### src/sv/v3a_pkg.sv
// v3a_pkg: shared types, constants and saturation helpers of the vector alu
// used by every module of the block; depends on nothing
package v3a_pkg;

  localparam int FRAC_BITS  = 16;
  localparam int DATA_W     = 32;
  localparam int TOL_W      = 31;
  localparam int CMD_W      = 4;
  localparam int PROD_W     = 2 * DATA_W;
  localparam int SUM_W      = PROD_W + 2;
  localparam int NUM_W      = DATA_W + FRAC_BITS;
  localparam int DEN_W      = DATA_W + 1;
  localparam int REM_W      = DEN_W + 1;
  localparam int ROOT_W     = DATA_W + 1;
  localparam int ROOT_STEPS = PROD_W / 2;
  localparam int NUM_MULS   = 6;
  localparam int QDEPTH     = 2;
  localparam int QPTR_W     = $clog2(QDEPTH);
  localparam int QCNT_W     = $clog2(QDEPTH + 1);

  typedef logic signed [DATA_W-1:0] word_t;

  localparam word_t WORD_MAX = {1'b0, {(DATA_W-1){1'b1}}};
  localparam word_t WORD_MIN = {1'b1, {(DATA_W-1){1'b0}}};
  localparam logic signed [SUM_W-1:0] SUM_MAX = (SUM_W'(1) <<< (DATA_W - 1)) - SUM_W'(1);
  localparam logic signed [SUM_W-1:0] SUM_MIN = -(SUM_W'(1) <<< (DATA_W - 1));

  typedef enum logic [CMD_W-1:0] {
    CMD_ADD   = 4'd0,
    CMD_SUB   = 4'd1,
    CMD_CROSS = 4'd2,
    CMD_SCALE = 4'd3,
    CMD_DOT   = 4'd4,
    CMD_DIV   = 4'd5,
    CMD_NEG   = 4'd6,
    CMD_NORM  = 4'd7,
    CMD_UNIT  = 4'd8,
    CMD_LERP  = 4'd9,
    CMD_L1    = 4'd10,
    CMD_EQUAL = 4'd11
  } cmd_t;

  typedef enum logic [1:0] {
    ST_OK       = 2'd0,
    ST_DIV_ZERO = 2'd1,
    ST_SAT      = 2'd2
  } status_t;

  typedef enum logic [2:0] {
    K_DIRECT,
    K_PROD,
    K_DOT,
    K_NORM,
    K_UNIT,
    K_DIV,
    K_EQUAL
  } kind_t;

  typedef struct packed {
    word_t [2:0] r;
    word_t       sc;
    logic        eq;
    logic        sat;
    logic        dz;
  } res_t;

  typedef struct packed {
    kind_t                      kind;
    word_t [NUM_MULS-1:0]       opa;
    word_t [NUM_MULS-1:0]       opb;
    word_t [2:0]                base;
    logic                       far;
    res_t                       res;
    logic [2:0][NUM_W-1:0]      num;
    logic [2:0]                 neg;
    logic [DEN_W-1:0]           den;
  } item_t;

  typedef struct packed {
    kind_t                      kind;
    res_t                       res;
    logic [PROD_W-1:0]          sq;
    logic [2:0][NUM_W-1:0]      num;
    logic [2:0]                 neg;
    logic [DEN_W-1:0]           den;
  } back_t;

  function automatic logic over_word(input logic signed [SUM_W-1:0] x);
    return (x > SUM_MAX) || (x < SUM_MIN);
  endfunction

  function automatic word_t clamp_word(input logic signed [SUM_W-1:0] x);
    if (x > SUM_MAX) begin
      return WORD_MAX;
    end else if (x < SUM_MIN) begin
      return WORD_MIN;
    end
    return x[DATA_W-1:0];
  endfunction

endpackage

### src/sv/v3a_front.sv
// v3a_front: takes commands, holds the tolerance register and classifies items
// into multiplier operands, direct results and divide jobs; uses v3a_pkg
module v3a_front import v3a_pkg::*; (
  input  logic              clk,
  input  logic              rst_n,
  input  logic              start,
  input  logic              q_full,
  input  logic [CMD_W-1:0]  in_command,
  input  word_t             in_ax,
  input  word_t             in_ay,
  input  word_t             in_az,
  input  word_t             in_bx,
  input  word_t             in_by,
  input  word_t             in_bz,
  input  word_t             in_scalar_in,
  input  logic              cfg_valid,
  output logic              cfg_ready,
  input  logic [TOL_W-1:0]  cfg_equal_tolerance,
  output logic              push,
  output item_t             push_item
);

  logic [TOL_W-1:0]        tol_r;
  word_t                   av [3];
  word_t                   bv [3];
  logic [DATA_W:0]         amag [3];
  logic [DATA_W:0]         dmag [3];
  logic [DATA_W:0]         dv [3];
  logic [DATA_W:0]         smag;
  logic signed [SUM_W-1:0] add_s [3];
  logic signed [SUM_W-1:0] sub_s [3];
  logic signed [SUM_W-1:0] neg_s [3];
  logic signed [SUM_W-1:0] l1_s;
  logic                    far;
  item_t                   it;

  assign cfg_ready = 1'b1;
  assign push      = start && !q_full;
  assign push_item = it;

  always_ff @(posedge clk) begin
    if (!rst_n) begin
      tol_r <= TOL_W'(1);
    end else if (cfg_valid) begin
      tol_r <= cfg_equal_tolerance;
    end
  end

  always_comb begin
    av = '{in_ax, in_ay, in_az};
    bv = '{in_bx, in_by, in_bz};
    far = 1'b0;
    smag = in_scalar_in[DATA_W-1] ? (~{1'b1, in_scalar_in} + 1'b1) : {1'b0, in_scalar_in};
    for (int i = 0; i < 3; i++) begin
      amag[i] = av[i][DATA_W-1] ? (~{1'b1, av[i]} + 1'b1) : {1'b0, av[i]};
      dv[i]   = {av[i][DATA_W-1], av[i]} - {bv[i][DATA_W-1], bv[i]};
      dmag[i] = dv[i][DATA_W] ? (~dv[i] + 1'b1) : dv[i];
      far     = far | dmag[i][DATA_W] | dmag[i][DATA_W-1];
      add_s[i] = SUM_W'(av[i]) + SUM_W'(bv[i]);
      sub_s[i] = SUM_W'(av[i]) - SUM_W'(bv[i]);
      neg_s[i] = -SUM_W'(av[i]);
    end
    l1_s = SUM_W'($signed({1'b0, amag[0]})) + SUM_W'($signed({1'b0, amag[1]}))
         + SUM_W'($signed({1'b0, amag[2]}));
  end

  always_comb begin
    it = '0;
    it.kind = K_DIRECT;
    it.far  = far;
    it.den  = smag;
    for (int i = 0; i < 3; i++) begin
      it.num[i] = NUM_W'(amag[i]) << FRAC_BITS;
    end
    unique case (cmd_t'(in_command))
      CMD_ADD: begin
        for (int i = 0; i < 3; i++) begin
          it.res.r[i] = clamp_word(add_s[i]);
          it.res.sat  = it.res.sat | over_word(add_s[i]);
        end
      end
      CMD_SUB: begin
        for (int i = 0; i < 3; i++) begin
          it.res.r[i] = clamp_word(sub_s[i]);
          it.res.sat  = it.res.sat | over_word(sub_s[i]);
        end
      end
      CMD_NEG: begin
        for (int i = 0; i < 3; i++) begin
          it.res.r[i] = clamp_word(neg_s[i]);
          it.res.sat  = it.res.sat | over_word(neg_s[i]);
        end
      end
      CMD_L1: begin
        it.res.sc  = clamp_word(l1_s);
        it.res.sat = over_word(l1_s);
      end
      CMD_CROSS: begin
        it.kind   = K_PROD;
        it.opa[0] = in_ay;  it.opb[0] = in_bz;
        it.opa[1] = in_az;  it.opb[1] = in_by;
        it.opa[2] = in_az;  it.opb[2] = in_bx;
        it.opa[3] = in_ax;  it.opb[3] = in_bz;
        it.opa[4] = in_ax;  it.opb[4] = in_by;
        it.opa[5] = in_ay;  it.opb[5] = in_bx;
      end
      CMD_SCALE: begin
        it.kind = K_PROD;
        for (int i = 0; i < 3; i++) begin
          it.opa[2*i] = av[i];
          it.opb[2*i] = in_scalar_in;
        end
      end
      CMD_LERP: begin
        it.kind = K_PROD;
        for (int i = 0; i < 3; i++) begin
          it.opa[2*i]   = in_scalar_in;
          it.opb[2*i]   = bv[i];
          it.opa[2*i+1] = in_scalar_in;
          it.opb[2*i+1] = av[i];
          it.base[i]    = av[i];
        end
      end
      CMD_DOT: begin
        it.kind = K_DOT;
        for (int i = 0; i < 3; i++) begin
          it.opa[2*i] = av[i];
          it.opb[2*i] = bv[i];
        end
      end
      CMD_NORM, CMD_UNIT: begin
        it.kind = (cmd_t'(in_command) == CMD_NORM) ? K_NORM : K_UNIT;
        for (int i = 0; i < 3; i++) begin
          it.opa[2*i] = av[i];
          it.opb[2*i] = av[i];
          it.neg[i]   = av[i][DATA_W-1];
        end
      end
      CMD_DIV: begin
        if (smag == '0) begin
          it.res.dz = 1'b1;
          for (int i = 0; i < 3; i++) begin
            if (av[i][DATA_W-1]) begin
              it.res.r[i] = WORD_MIN;
            end else if (av[i] != '0) begin
              it.res.r[i] = WORD_MAX;
            end
          end
        end else begin
          it.kind = K_DIV;
          for (int i = 0; i < 3; i++) begin
            it.neg[i] = av[i][DATA_W-1] ^ in_scalar_in[DATA_W-1];
          end
        end
      end
      CMD_EQUAL: begin
        it.kind   = K_EQUAL;
        it.opa[1] = {1'b0, tol_r};
        it.opb[1] = {1'b0, tol_r};
        for (int i = 0; i < 3; i++) begin
          it.opa[2*i] = {1'b0, dmag[i][DATA_W-2:0]};
          it.opb[2*i] = {1'b0, dmag[i][DATA_W-2:0]};
        end
      end
      default: begin
        it.kind = K_DIRECT;
      end
    endcase
  end

endmodule

### config.mk
export PLATFORM = sky130hd
export DESIGN_NAME = v3a_front
export DESIGN_NICKNAME = d
export VERILOG_FILES = /design/src/sv/v3a_pkg.sv /design/src/sv/v3a_front.sv
export SDC_FILE = /design/constraint.sdc
export NUM_CORES = 2
export LEC_CHECK = 0
export BUFFER_PORTS_ARGS = -buffer_cell sky130_fd_sc_hd__clkbuf_2
export CAP_MARGIN = 20
export CORE_AREA = 3 3 409 411
export CTS_CLUSTER_SIZE = 12
export DETAILED_ROUTE_END_ITERATION = 8
export DIE_AREA = 0 0 412 414
export HOLD_SLACK_MARGIN = 0.05
export PLACE_DENSITY = 0.4
export SLEW_MARGIN = 15
export SYNTH_ARGS = -nofsm -noshare
export SYNTH_HDL_FRONTEND = slang
export SYNTH_SLANG_ARGS = --single-unit
export TNS_END_PERCENT = 10
### constraint.sdc
create_clock -name clk -period 13.8 [get_ports clk]
set_input_delay 0.69 -clock clk [delete_from_list [all_inputs] [get_ports clk]]
set_output_delay 0.69 -clock clk [all_outputs]
set_load 0.02 [all_outputs]
Word level (Yosys, flattened, before mapping)
Cells that the tools add are included.

Register bits: 31. Input bits: 264. Output and inout bits: 797. Logic and storage cells: 192.

$add $sub $neg: 21. $lt $le $gt $ge: 20. Equality and inequality tests: 11. Multiplexer cells: 97. Bitwise operators: 21. Reductions and logical operators: 21.

Operator list (count): 32-bit two-way mux (34); 32-bit one-hot mux with 5 select lines (3); 32-bit one-hot mux with 4 select lines (3); 96-bit one-hot mux with 4 select lines (1); 32-bit one-hot mux with 2 select lines (4); 33-bit by 1-bit adder with 33-bit output (second input constant) (7); 33-bit two-way mux (7); 33-bit inverter (7); 33-bit by 32-bit > comparator with 1-bit output (second input constant) (6); 66-bit by 32-bit > comparator with 1-bit output (second input constant) (3); 33-bit by 32-bit less-than comparator with 1-bit output (second input constant) (6); 66-bit by 32-bit less-than comparator with 1-bit output (second input constant) (3); 32-bit negation with 66-bit output (3); 32-bit by 32-bit subtractor with 33-bit output (6); 96-bit two-way mux (2); 32-bit one-hot mux with 3 select lines (2); 32-bit by 32-bit adder with 33-bit output (3); 32-bit nonzero test (3); 31-bit two-way mux (3); 36-bit by 32-bit less-than comparator with 1-bit output (second input constant) (1); 34-bit by 33-bit adder with 35-bit output (1); 35-bit by 31-bit > comparator with 1-bit output (second input constant) (1); 33-bit by 33-bit adder with 34-bit output (1); 33-bit zero test (1); 18 further kinds (80).

Depth between registers and ports, before layout
Word-level depth: 11. Depth in mapped cells: 26. Depth with buffers taken out: 24.

Worst setup path before layout
No wires, ideal clock.

Path kind: input-to-output. From: input port in_az[0]. To: output port push_item[192] (netlist bit). Arrival time: 7.045 ns. Required time: 13.110 ns. Slack: 6.065 ns. Stages: 26. Buffers on the path: 2. Path through: clkbuf_1 > inv_1 > ha_1 > or3b_2 > or4_1 > nor2_1 > nand2_1 > or3_1 > or3_1 > and2_1 > xnor2_1 > fa_1 > inv_1 > ha_1 > a21oi_1 > o211a_1 > o21ai_0 > and4_1 > a211oi_1 > a21oi_1 > a221o_1 > a211oi_1 > o211ai_1 > nor2_1 > clkbuf_1 > a21oi_1.

RTL lines: start, declared (RTL line v3a_front.sv:11) `input word_t in_az,`; end, declared (RTL line v3a_front.sv:20) `output item_t push_item`.

==> results.toml <==
[clocking]
cts_tree = "yes"
cts_buffers = 5
clk_latency_ps = 280
cts_root_buf = "clkbuf_16"
clk_pin_slew_ps = 60
clock_path_buffers = 2
post_cts.repair.setup_buffers = 0
h-tree-depth = 2
hold_buffers = 0
cts_sinks = 31
post_cts_resized = 0

[final_layout]
nets = 6367
largest_registers = "tol_r: 31 flops"
fillers = 19200
seqCellArea_sq_um = 621
final_layout_size_suffix_gt1_frac = 0.214
multi_input_area_sq_um = 28500
largest_reg_flops = 31
syn2layout_area_growth_pct = 22.4
top_register = "tol_r"

[timing]
tightestPinTransition_ps = 1390
relSlewSlack = 0.0718
slew_violations = 0
post-route-period-util = 0.657
fmax_mhz = 110
rsz0062_at_grt = "no"
worst_slack_ps = 4730
skew_ps = 0
period_needed_ps = 9070
finalSetupViolations = 0
fin_tns_setup_ps = 0
hold_viol = 0

[power_and_ir_drop]
peakVddDrop_uv = 41.0
power.density_nw_per_um2 = 76.0
switching_share = 0.694
p_int_mw = 0.923
p_leak_nw = 19.4
p_clk_frac = 0.036
switchingPower_mw = 2.09
p_total_mw = 3.01
power_frac_comb = 0.928
pwr-share-seq = 0.036

[global_routing]
grt_pass1_vias = 43800
grt_usage = 0.383
grt_pass1_wl_microns = 441000
antenna_found_initial = 58
gr-total-overflow = 0
grt_max_degree = 170

[detailed_routing]
drc = 1
wire_per_inst_microns = 43.1
wl_microns = 346000
vias = 47700
drtIter0Drc = 7387
dr.pass1.iters = 9
viasPerCell = 5.94
ant_nets = 0

[floorplanning]
rows = 149
start_util = 0.197
die_x_microns = 412
die_h_microns = 414
die-area_sq_um = 171000
io_pins = 1061
coreArea_sq_um = 164000

[placement]
gp_congestion = 1.06
dpl_worst_slack_ps = 4860
io_buffers = 1008
dpl.hpwl_microns = 288000

[outcome]
outcome = "complete, but fails checks"
violations = "design-rule violations"

[run]
cap_violations = 0

[worst_setup_path]
cp-start-kind = "input pin"
critPathKind = "input pin to output pin"
arrival_ps = 8380
cp.required_ps = 13110
end_kind = "output pin"
cp_max_fo = 27

[synth]
netlist_area_sq_um = 32400
synth-edff-count = 0
ys_ff_latch = 31
avgSynthCellArea_sq_um = 6.34
ys_seq_area_frac = 0.0192
syn_inst = 5108
yosysWarnings = 0
ys.flop_type = "dfxtp_1"
ys_types = 106
synth-async-reset-ratio = 0

[min_path]
hold_path_class = "flip-flop to flip-flop"
cell families after synthesis:
logic type,Yosys count,share of synthesized area
muxes,46,0.0144
and+or+nand+nor,1811,0.281
DFF,31,0.0192
buffers and inverters,892,0.113
xor gates and xnor gates,455,0.123
AOI/OAI and AO/OA,1581,0.329
adders and majority gates,290,0.121
other,2,0.000232
synth_stat cells (40+ instances only):
master    count  area, sq um
nand2_1     597         2240
o21ai_0     357         1790
fa_1         40          801
or3_1        88          551
nand3_1     176          881
a31oi_1      52          325
a21o_1      161         1210
buf_4        61          458
a21oi_1     390         1950
nor2b_1      70          438
clkbuf_1    358         1340
a22o_1       70          613
inv_1       397         1490
a222oi_1     94          941
ha_1        247         3090
nor4_1       50          313
xnor2_1     308         2700
nor3_1      124          621
nor2_1      270         1010
o211ai_1     44          330
nand4_1     106          663
xor2_1      146         1280
nand2b_1     53          332
mux2i_1      41          410
o31ai_1      51          383
and2_1      117          732
final timing paths:
path,to,depth (start not counted),slack [ps],start
setup / recovery,push_item[193],27,4730,in_az[1]
hold / removal,tol_r[20],2,560,tol_r[20]
setup reg to reg,tol_r[5],2,12840,tol_r[5]
hold reg to reg,tol_r[20],2,560,tol_r[20]
layout make-up:
| type | count | area share |
|---|---|---|
| clock inverters | 1 | 0.000126 |
| clock buffers | 7 | 0.00335 |
| diodes | 26 | 0.00164 |
| inverters | 400 | 0.0379 |
| well taps | 2189 | 0.0691 |
| multi-input cells | 4235 | 0.718 |
| flip-flops and latches | 31 | 0.0157 |
| repair buffers | 1143 | 0.155 |
power groups by stage:
stage	sequential, mW	clock [mW]	combinational [mW]
floorplan	0.0997	0	1.51
global placement	0.109	0	2.72
detailed placement	0.109	0	2.70
CTS	0.107	0.109	2.71
global route	0.107	0.114	2.88
finish	0.107	0.109	2.80
stage by stage:
| step | util | instance area [sq um] | instances | hold slack (ps) |
|---|---|---|---|---|
| 2_1_floorplan | - | 32600 | 5158 | 441 |
| 3_3_place_gp | 0.240 | 39400 | 7994 | 543 |
| 3_5_place_dp | 0.240 | 39400 | 7995 | 541 |
| 4_1_cts | 0.240 | 39500 | 8003 | 556 |
| 5_1_grt | 0.241 | 39600 | 8008 | 589 |
| 6_report | 0.241 | 39600 | 8032 | 563 |
critical path: stages:
cell	delay (ps)
clkbuf_2	300
inv_1	200
ha_1	220
or3b_2	520
or4_1	540
nor2_1	230
nand2_1	140
or3_1	380
or3_1	460
and2_1	210
xnor2_1	430
fa_1	500
inv_1	70
ha_1	280
a21oi_1	340
o211a_1	210
o21ai_0	110
and4_1	240
a211oi_1	370
a21oi_1	200
a221o_1	420
a211oi_1	240
o211ai_1	260
nor2_1	180
buf_4	280
a21oi_1	130
clkbuf_2	210
routing by layer:
| metal | GRT usage | vias to the layer above | wire [microns] |
|---|---|---|---|
| met2 | 0.571 | 3423 | 146000 |
| met4 | 0.263 | 20 | 29400 |
| li1 | - | 19600 | - |
| met3 | 0.0979 | 736 | 34100 |
| met5 | 0 | - | 132 |
| met1 | 0.480 | 23900 | 137000 |
cells in the final DEF, fill, tap and decap left out, drive strengths merged, types with 16 or more instances in the layout:
cell,n
clkbuf,1016
nand2,597
inv,397
a21oi,391
o21ai,367
xnor2,309
nor2,270
ha,247
nand3,176
a21o,161
xor2,146
buf,134
nor3,128
and2,118
nand4,107
a222oi,94
or3,88
a22o,70
nor2b,70
nor4,54
nand2b,53
conb,52
o31ai,52
a31oi,52
o211ai,44
mux2i,41
fa,40
a211oi,40
a22oi,39
o21bai,38
a221o,37
dfxtp,31
and3,29
or4,28
diode,26
or2,26
o41ai,20
a221oi,17
and4,16
(Power assumes the default switching activity.)
