[src/sv/v3a_pkg.sv]
// v3a_pkg: shared types, constants and saturation helpers of the vector alu
// used by every module of the block; depends on nothing
package v3a_pkg;

  localparam int FRAC_BITS  = 16;
  localparam int DATA_W     = 32;
  localparam int TOL_W      = 31;
  localparam int CMD_W      = 4;
  localparam int PROD_W     = 2 * DATA_W;
  localparam int SUM_W      = PROD_W + 2;
  localparam int NUM_W      = DATA_W + FRAC_BITS;
  localparam int DEN_W      = DATA_W + 1;
  localparam int REM_W      = DEN_W + 1;
  localparam int ROOT_W     = DATA_W + 1;
  localparam int ROOT_STEPS = PROD_W / 2;
  localparam int NUM_MULS   = 6;
  localparam int QDEPTH     = 2;
  localparam int QPTR_W     = $clog2(QDEPTH);
  localparam int QCNT_W     = $clog2(QDEPTH + 1);

  typedef logic signed [DATA_W-1:0] word_t;

  localparam word_t WORD_MAX = {1'b0, {(DATA_W-1){1'b1}}};
  localparam word_t WORD_MIN = {1'b1, {(DATA_W-1){1'b0}}};
  localparam logic signed [SUM_W-1:0] SUM_MAX = (SUM_W'(1) <<< (DATA_W - 1)) - SUM_W'(1);
  localparam logic signed [SUM_W-1:0] SUM_MIN = -(SUM_W'(1) <<< (DATA_W - 1));

  typedef enum logic [CMD_W-1:0] {
    CMD_ADD   = 4'd0,
    CMD_SUB   = 4'd1,
    CMD_CROSS = 4'd2,
    CMD_SCALE = 4'd3,
    CMD_DOT   = 4'd4,
    CMD_DIV   = 4'd5,
    CMD_NEG   = 4'd6,
    CMD_NORM  = 4'd7,
    CMD_UNIT  = 4'd8,
    CMD_LERP  = 4'd9,
    CMD_L1    = 4'd10,
    CMD_EQUAL = 4'd11
  } cmd_t;

  typedef enum logic [1:0] {
    ST_OK       = 2'd0,
    ST_DIV_ZERO = 2'd1,
    ST_SAT      = 2'd2
  } status_t;

  typedef enum logic [2:0] {
    K_DIRECT,
    K_PROD,
    K_DOT,
    K_NORM,
    K_UNIT,
    K_DIV,
    K_EQUAL
  } kind_t;

  typedef struct packed {
    word_t [2:0] r;
    word_t       sc;
    logic        eq;
    logic        sat;
    logic        dz;
  } res_t;

  typedef struct packed {
    kind_t                      kind;
    word_t [NUM_MULS-1:0]       opa;
    word_t [NUM_MULS-1:0]       opb;
    word_t [2:0]                base;
    logic                       far;
    res_t                       res;
    logic [2:0][NUM_W-1:0]      num;
    logic [2:0]                 neg;
    logic [DEN_W-1:0]           den;
  } item_t;

  typedef struct packed {
    kind_t                      kind;
    res_t                       res;
    logic [PROD_W-1:0]          sq;
    logic [2:0][NUM_W-1:0]      num;
    logic [2:0]                 neg;
    logic [DEN_W-1:0]           den;
  } back_t;

  function automatic logic over_word(input logic signed [SUM_W-1:0] x);
    return (x > SUM_MAX) || (x < SUM_MIN);
  endfunction

  function automatic word_t clamp_word(input logic signed [SUM_W-1:0] x);
    if (x > SUM_MAX) begin
      return WORD_MAX;
    end else if (x < SUM_MIN) begin
      return WORD_MIN;
    end
    return x[DATA_W-1:0];
  endfunction

endpackage

[src/sv/v3a_queue.sv]
// v3a_queue: short request queue between the front and the arithmetic back end
// uses v3a_pkg for the item type and depth
module v3a_queue import v3a_pkg::*; (
  input  logic  clk,
  input  logic  rst_n,
  input  logic  push,
  input  item_t push_item,
  output logic  full,
  output logic  pop,
  output item_t pop_item
);

  item_t             mem_r [QDEPTH];
  logic [QPTR_W-1:0] wr_ptr_r, wr_ptr_nxt;
  logic [QPTR_W-1:0] rd_ptr_r, rd_ptr_nxt;
  logic [QCNT_W-1:0] cnt_r, cnt_nxt;

  assign full     = (cnt_r == QCNT_W'(QDEPTH));
  assign pop      = (cnt_r != '0);
  assign pop_item = mem_r[rd_ptr_r];

  always_comb begin
    wr_ptr_nxt = push ? wr_ptr_r + 1'b1 : wr_ptr_r;
    rd_ptr_nxt = pop ? rd_ptr_r + 1'b1 : rd_ptr_r;
    cnt_nxt    = cnt_r + QCNT_W'(push) - QCNT_W'(pop);
  end

  always_ff @(posedge clk) begin
    if (!rst_n) begin
      wr_ptr_r <= '0;
      rd_ptr_r <= '0;
      cnt_r    <= '0;
    end else begin
      wr_ptr_r <= wr_ptr_nxt;
      rd_ptr_r <= rd_ptr_nxt;
      cnt_r    <= cnt_nxt;
    end
  end

  always_ff @(posedge clk) begin
    if (push) begin
      mem_r[wr_ptr_r] <= push_item;
    end
  end

endmodule

[config.mk]
export PLATFORM = sky130hd
export DESIGN_NAME = v3a_queue
export DESIGN_NICKNAME = d
export VERILOG_FILES = /design/src/sv/v3a_pkg.sv /design/src/sv/v3a_queue.sv
export SDC_FILE = /design/constraint.sdc
export NUM_CORES = 1
export LEC_CHECK = 0
export ABC_AREA = 1
export BUFFER_PORTS_ARGS = -buffer_cell sky130_fd_sc_hd__buf_4
export CORE_AREA = 2 2 626 628
export DETAILED_ROUTE_END_ITERATION = 16
export DIE_AREA = 0 0 628 630
export SKIP_LAST_GASP = 1
export SYNTH_ARGS = -nofsm -noshare
export SYNTH_HDL_FRONTEND = slang
export SYNTH_SLANG_ARGS = --single-unit
[constraint.sdc]
create_clock -name clk -period 54.5 [get_ports clk]
set_clock_uncertainty 0.15 [all_clocks]
set_input_delay 13.625 -clock clk [delete_from_list [all_inputs] [get_ports clk]]
set_output_delay 13.625 -clock clk [all_outputs]
set_load 0.1 [all_outputs]
# Yosys cells after proc, flatten, opt, wreduce, memory -nomap -nowiden
# Memory sizes are Yosys's and may differ from the RTL's. A register that Yosys moved wholly into a read port is not among the register bits.
# Cells that the tools add are included.
[totals]
ff_bits = 4
latchBits = 0
ram_bits = 1590
mem_bits_ro = 0
inputBits = 798
output_inout_bits = 797
mem_count = 1
[classes]
addsub = 4
n_mul = 0
div = 0
order_cmp = 0
eq_ne = 1
shifts = 0
mux = 4
bitwise = 0
reduce_logical = 1
[mem_list]
columns = ["memory", "words", "width", "rd", "rd_ports_with_merged_regs", "wr", "line_no", "source"]
rows = [
  ["mem_r", 2, 795, 1, 1, 1, "v3a_queue.sv:13", "item_t mem_r [QDEPTH];"],
]
[ops]
columns = ["op", "count"]
rows = [
  ["2-to-1 mux 1 bit", 4],
  ["adder 1 bit, second input constant", 2],
  ["adder 2 x 1 -> 2 bit", 1],
  ["equality test 2 bit, second input constant", 1],
  ["nonzero test 2 bit", 1],
  ["subtractor 2 x 1 -> 2 bit", 1],
]

# Depth between registers and ports, before layout
# Gate-level depths: netlist of the first run.
[logic_depth]
depth_word = 3
depth_mapped = 6
depth_no_buf = 6

# Worst setup path before layout of the first run
# OpenSTA, ideal clock, no wires.
[synth_timing]
kind = "input to register"
start = "input port push"
end = "memory mem_r[0][0] (netlist bit), enable pin"
arrival_ns = 46.844
required_time_ns = 52.351
setup_slack_ns = 5.507
path_stages = 2
n_path_buf = 0
path_cell_list = "inv_1 nor2_1"
[synth_via]
elab_chain_cells = 2
[synth_rtl]
columns = ["item", "line_no", "source"]
rows = [
  ["start: declaration", "v3a_queue.sv:6", "input logic push,"],
  ["2-to-1 mux 1 bit", "v3a_queue.sv:41", "if (push) begin"],
  ["2-to-1 mux 1 bit (not written as such)", "v3a_queue.sv:42", "mem_r[wr_ptr_r] <= push_item;"],
  ["end: declaration", "v3a_queue.sv:13", ""],
]
# No other way between the ends.

==> impl_results.md, run 1 <==
* Synth top area cells: edfxtp_1 80%, inv_1 5.1%, nand2_1 5.1%
* GR peak layer: met2
* Peak supply drop at 0.0000294 V
* Detailed placement HPWL at 262 mm
* Comb power frac at 22.0%
* Input/output buffers at 1594
* Nets at 6632
* Fin. Hold Viols at 0
* CTS Buf Count at 190
* Cell depth of the worst flop-to-flop path at 7
* GR Util met2 at 25.8%
* Sequential Power Share at 41.6%
* GRT overflow at 0
* Worst path required time at ~41 ns
* CP arrival at 5.19 ns
* Netlist cell types at 15
* Global Route met1 Usage at between 10% and 20%
* Pwr per Cell Area at 41.6 nW/µm²
* CP max-delay cell: dfxtp_4
* Crit Path Category: flip-flop to output port
* Ys async rst share at 0%
* Routed wire per std cell at 27.9 µm
* Final slew viol count at 0
* Clock power share at 36.4%
* I/O pin cnt at 1595
* Lkg Pwr at 32.1 nW
* Fill count at ~40k
* Worst skew pair latency at just under 0.9 ns
* Family with the most delay on the worst path: buffers and inverters
* Syn_area_per_cell at 14.2 µm²
* Final ANT Viol Nets at 0
* Die width at 628 µm
* Detailed Route Iter0 Violations at between 3k and 4k
* Hold depth at 3
* Top-area cell type share of the netlist area at slightly above 80%
* CP most frequent cell: buf_12
* CTS Sinks at around 1.6k
* Critical path fanouts, max at 215
* Routability cong. at 0.928
* Ys flop type: edfxtp_1
* CP bufs+invs at 5
* Share of cells above drive strength 1 at 32.0%
* Run status: completed
* Hold Crit Class: flip-flop to flip-flop
* Rel. slew slack at between 20 and 30%
* Post-synth top cells: 1590 x edfxtp_1, 801 x inv_1, 801 x nand2_1, 524 x o21ai_0, 271 x o21ai_1
* PostCTS Resize Cnt at 0
* GRT Total Usage at 15.3%
* Switching Power at 0.00118 W
* HP Start: rd_ptr_r
* Cell Chain, Critical Path: buf_12 -> buf_4 -> buf_12 -> buf_12 -> nand2_1 -> o21ai_1 -> buf_4
* CORE AREA at 388000 µm²
* Setup violations, final at 0
* CP Launch Type: flip-flop
* Vias at slightly below 40k
* Fin crit share at approximately a third
* Max-Cap Viols at 0
* Hold buffer count at CTS at 0
* Post-CTS Setup Bufs at 0
* Reg clk slew, reported paths at roughly 0.06 ns
* Die Area at 396000 µm²
* Initial core utilization at approximately 15%
* Vias in the first global route at 35.8k
* Routed wire length at 314 mm
* Slew of the pin with the lowest slew margin at 1.07 ns
* Post-Synthesis Net Count at roughly 5.0k
* CTS tree: done
* DRC viols at 0
* Vias per cell at roughly 3.5
* Antenna violations before repair at 329
* Die Span Y at 630 µm
* Synth Instances at between 4k and 5k
* Flops & latches, synth at between 1.5k and 2k
* Period minus WS final at 18.97 ns
* Sequential share of the synthesized area at 80.6%
* Switching share of power at roughly a third
* First-pass GRT wire length at 390 mm
* Clock Root Buffer: clkbuf_16
* Hold_ws at 0.396 ns
* Yosys warning count at 0
* Flop-to-flop setup slack at 49.08 ns
* Post-synth EDFFs at ~1.6k
* Top-count cell post-synth: edfxtp_1
* Setup TNS at 0 ns
* Area grow syn2layout at 40.0%
* Crit path largest cell delay at between 0.5 and 0.6 ns
* Setup crit end kind: output port
* Max clock buf depth at 4
* Max Freq at 0.0527 GHz
* Cell-internal power at 0.00227 W
* FP Rows at 229
* RSZ-0062 raised after global routing: false
* GR met3 Demand/Resource at 8.67%
* Post-synth top area cell: edfxtp_1
* Htree depth at 4
* Syn Std Cell Area at slightly below 60000 µm²
* Worst r2r dst: mem_r[1][238]
* Reg2reg start: wr_ptr_r
* Largest net degree at the start of global routing at around 220
* Min-Delay Endpoint: rd_ptr_r
* Iteration count of the initial detailed-routing pass at 5
-- area by class of cell --
type | instances | area (µm²) | area share, %
Timing Repair Buffer | 1636 | 12300 | 14.9
Clock buffer | 233 | 5000 | 6.02
Multi-Input combinational cell | 1609 | 7050 | 8.49
Clock inverter | 115 | 1100 | 1.32
Sequential cell | 1595 | 47800 | 57.6
Inverter | 801 | 3010 | 3.63
Tap cell | 5197 | 6500 | 7.83
Antenna cell | 82 | 205 | 0.247
-- power groups by stage --
stage | Sequential, W | Combinational, W | Clock [W]
after CTS | 0.00144 | 0.000777 | 0.00130
after global placement | 0.00146 | 0.000773 | 0
after global routing | 0.00144 | 0.000789 | 0.00134
after floorplan | 0.00153 | 0.000520 | 0
after detailed placement | 0.00146 | 0.000776 | 0
final | 0.00144 | 0.000760 | 0.00126
-- through the flow --
step	instance area, µm²	worst slack [ns]	std cells	power (W)	util [%]
5_1_grt	82900	35.17	11200	0.00357	21.4
3_5_place_dp	76800	35.68	10800	0.00224	19.8
6_report	83100	35.53	11300	0.00345	21.4
2_1_floorplan	59300	5.51	4182	0.00205	-
4_1_cts	82900	35.48	11200	0.00351	21.3
3_3_place_gp	76800	35.65	10800	0.00224	19.8
-- per-layer routing --
layer / routed length [µm] / up-vias
li1: - / 17600
met1: 108000 / 18700
met2: 152000 / 1818
met3: 40000 / 693
met4: 13500 / 186
met5: 1320 / -
-- logic make-up after synthesis --
kind of cell             share of synthesized area [%]
flip-flops                                        80.6
buffers and inverters                             7.50
AND/OR/NAND/NOR                                   5.14
AO/OA/AOI/OAI                                     6.71
adder cells (fa/ha/maj)                         0.0211
-- cell usage in the layout, fill, tap and decap left out --
cell,n
inv_16,1
bufinv_16,13
clkinv_8,1
clkbuf_1,39
clkinv_4,11
clkinv_16,4
buf_12,5
inv_1,800
a21oi_1,1
dfxtp_1,4
clkinvlp_4,13
dfxtp_4,1
nor2_4,1
o21ai_0,524
ha_1,1
nor2_1,9
clkinv_1,32
edfxtp_1,1590
inv_8,4
clkbuf_16,194
clkinv_2,32
nand2_1,801
buf_4,1631
diode_2,82
inv_6,5
nand3_1,1
o21ai_1,271
-- registers in the layout, indices dropped and copies added (netlist names), named ones only --
register / flops
cnt_r: 2
wr_ptr_r: 1
mem_r: 1590
rd_ptr_r: 1
-- tightest hold or removal path, cell delays in order, from the launching register on --
cell	delay (ns)
dfxtp_1	0.29
inv_1	0.06
nor2_1	0.05
nor2_1	0.10
-- worst max-delay path by stage --
stage	startpoint	endpoint	cells after the start	slack, ns
floorplan	push	mem_r[0][0]	2	5.51
global placement	push	mem_r[1][184]	8	35.65
detailed placement	push	mem_r[1][184]	8	35.68
CTS	flip-flop	pop_item[245]	6	35.48
global route	flip-flop	pop_item[499]	7	35.17
finish	flip-flop	pop_item[619]	7	35.53
No activity file was read; power rests on OpenSTA's default activity.
==> run 2: changes to the inputs <==
==> constraint.sdc (replaced) <==
create_clock -name clk -period 18.4 [get_ports clk]
set_clock_uncertainty 0.15 [all_clocks]
set_input_delay 4.6 -clock clk [delete_from_list [all_inputs] [get_ports clk]]
set_output_delay 4.6 -clock clk [all_outputs]
set_load 0.1 [all_outputs]
==> run 2 against run 1 <==
Flip-flop and latch count stayed put. Register-to-register slack worse by 35 ns. Largest cell class unchanged. Core utilization is 0.059 points higher. Via count is 0.73% lower. Critical path depth is 1 lower. Sequential share of layout area is 0.16 points lower. Power grew to 3.0 times the previous value. Worst setup slack worse by 27 ns. Global-route usage is 0.39 points lower.
==> impl_results.md, run 2 (synthesis gave the netlist of run 1 again) <==
* Run status: completed
* GRT overflow at 0
* Slew of the pin with the lowest slew margin at approximately 1.2 ns
* Setup TNS at 0 ns
* Hold buffer count at CTS at 0
* Placed cells at between 10k and 15k
* Switching Power at 0.00345 W
* Flop-to-flop setup slack at 14.08 ns
* Detailed Route Iter0 Violations at between 2k and 3k
* Critical path fanouts, max at ~120
* Period minus WS final at ~9.7 ns
* Rel. slew slack at 18.9%
* CP most frequent cell: buf_4
* Routed wire length at 307 mm
* Sequential Power Share at 41.3%
* Fin crit share at 52.7%
* CTS Buf Count at 190
* Switching share of power at 33.5%
* Max-Cap Viols at 0
* Min-Delay Endpoint: rd_ptr_r
* Final slew viol count at 0
* Cell depth of the worst flop-to-flop path at 6
* CP arrival at 4.94 ns
* Max clock buf depth at 4
* Cell-internal power at 0.00685 W
* Area grow syn2layout at 40.4%
* Nets at 6630
* Comb power frac at roughly 22%
* Routed wire per std cell at ~27 µm
* Post-CTS Setup Bufs at 0
* Input/output buffers at about 1.6k
* Detailed placement HPWL at between 200 and 300 mm
* PostCTS Resize Cnt at 0
* Cell Chain, Critical Path: buf_4 -> buf_12 -> buf_4 -> nand2_1 -> o21ai_1 -> buf_4
* Hold Crit Class: flip-flop to flip-flop
* Fin. Hold Viols at 0
* CTS Sinks at 1595
* Setup violations, final at 0
* Max Freq at about 0.10 GHz
* Commonest cells after routing, fill and taps aside: 1625 x buf_4, 1590 x edfxtp_1, 801 x nand2_1
* Die Span Y at roughly 630 µm
* First-pass GRT wire length at 382 mm
* Share of cells above drive strength 1 at 32.2%
* CP Launch Type: flip-flop
* Largest net degree at the start of global routing at around 250
* Commonest non-fill, non-tap cell in the layout: buf_4
* Antenna violations before repair at 304
* Lkg Pwr at roughly 32 nW
* Vias at 38.8k
* Fin cells at 11.3k
* Iteration count of the initial detailed-routing pass at 6
* Crit path largest cell delay at around 0.86 ns
* Die width at 628 µm
* CTS tree: done
* Clock power share at 37.1%
* Peak supply drop at 0.0000970 V
* Crit Path Category: flip-flop to output port
* Htree depth at 4
* Vias in the first global route at 35.6k
* CORE AREA at 388000 µm²
* Pwr per Cell Area at 124 nW/µm²
* GRT Total Usage at 14.9%
* HP Start: rd_ptr_r
* Hold depth at 3
* Worst r2r dst: mem_r[1][203]
* I/O pin cnt at about 1.6k
* Setup crit end kind: output port
* CP max-delay cell: buf_4
* Initial core utilization at 15.3%
* Top Registers: mem_r: 1590 flops, cnt_r: 2 flops
* Reg2reg start: wr_ptr_r
* DRC viols at 0
* Family with the most delay on the worst path: buffers and inverters
* Die Area at 396000 µm²
* Worst skew pair latency at 0.86 ns
* Routability cong. at just over 0.9
* Top reg by flops: mem_r
* Final ANT Viol Nets at 0
* Vias per cell at 3.44
* Max FFs per register at 1590
* FP Rows at 229
* Crit path depth at 6
* Clock Root Buffer: clkbuf_16
* RSZ-0062 raised after global routing: false
* CP bufs+invs at 4
* Worst path required time at 13.65 ns
* Reg clk slew, reported paths at 0.06 ns
* Final core occ at 21.5%
-- run 2: changes by cell type in the layout (fill, tap and decap cells not counted), sizes merged --
cell / previous run / this run
clkbuf: 233 / 211
bufinv: 13 / 23
clkinv: 80 / 79
clkinvlp: 13 / 16
buf: 1636 / 1634
diode: 82 / 76
inv: 810 / 816
-- run 2: cell type report --
cell class | instances | area (µm²)
fillers | 41300 | 305000
flip-flops and latches | 1595 | 47800
repair buffers | 1634 | 12400
multi-input cells | 1609 | 7050
well taps | 5197 | 6500
clock buffers | 211 | 4880
inverters | 801 | 3010
clock inverters | 133 | 1440
diodes | 76 | 190
-- run 2: power by group through the flow --
stage / Sequential, W / Combinational (W) / Clock (W)
final: 0.00426 / 0.00222 / 0.00383
after global routing: 0.00427 / 0.00229 / 0.00408
after CTS: 0.00426 / 0.00226 / 0.00395
after detailed placement: 0.00434 / 0.00226 / 0
after global placement: 0.00433 / 0.00225 / 0
after floorplan: 0.00441 / 0.00154 / 0
-- run 2: through the flow --
stage          hold slack (ns)  total power (W)  area, µm²  setup WS [ns]
2_1_floorplan            0.340          0.00595      59400           1.21
3_3_place_gp             0.356          0.00658      76800           9.29
3_5_place_dp             0.373          0.00659      76800           9.29
4_1_cts                  0.389           0.0105      83100           8.32
5_1_grt                  0.441           0.0106      83100           8.20
6_report                 0.381           0.0103      83300           8.71
-- run 2: worst reg2reg max path, stage by stage, from the launching register on --
cell and delay, ns:
dfxtp_1 0.41, nand2_1 0.13, clkinvlp_4 0.52, buf_4 0.51
buf_4 0.47, buf_4 0.78, buf_4 0.94
-- run 2: worst max path at each step --
stage               from            end
2_1_floorplan       push    mem_r[1][0]
3_3_place_gp   flip-flop  pop_item[496]
3_5_place_dp   flip-flop  pop_item[496]
4_1_cts        flip-flop  pop_item[496]
5_1_grt        flip-flop  pop_item[496]
6_report       flip-flop  pop_item[496]
-- run 2: routing by layer --
layer  track usage (%)  routed length [µm]  share of wire [%]
met3              7.88               37200                 12
met4              5.11               11700                3.8
met1              15.6              107000                 35
met5                 0                1190               0.39
met2              25.5              150000                 49
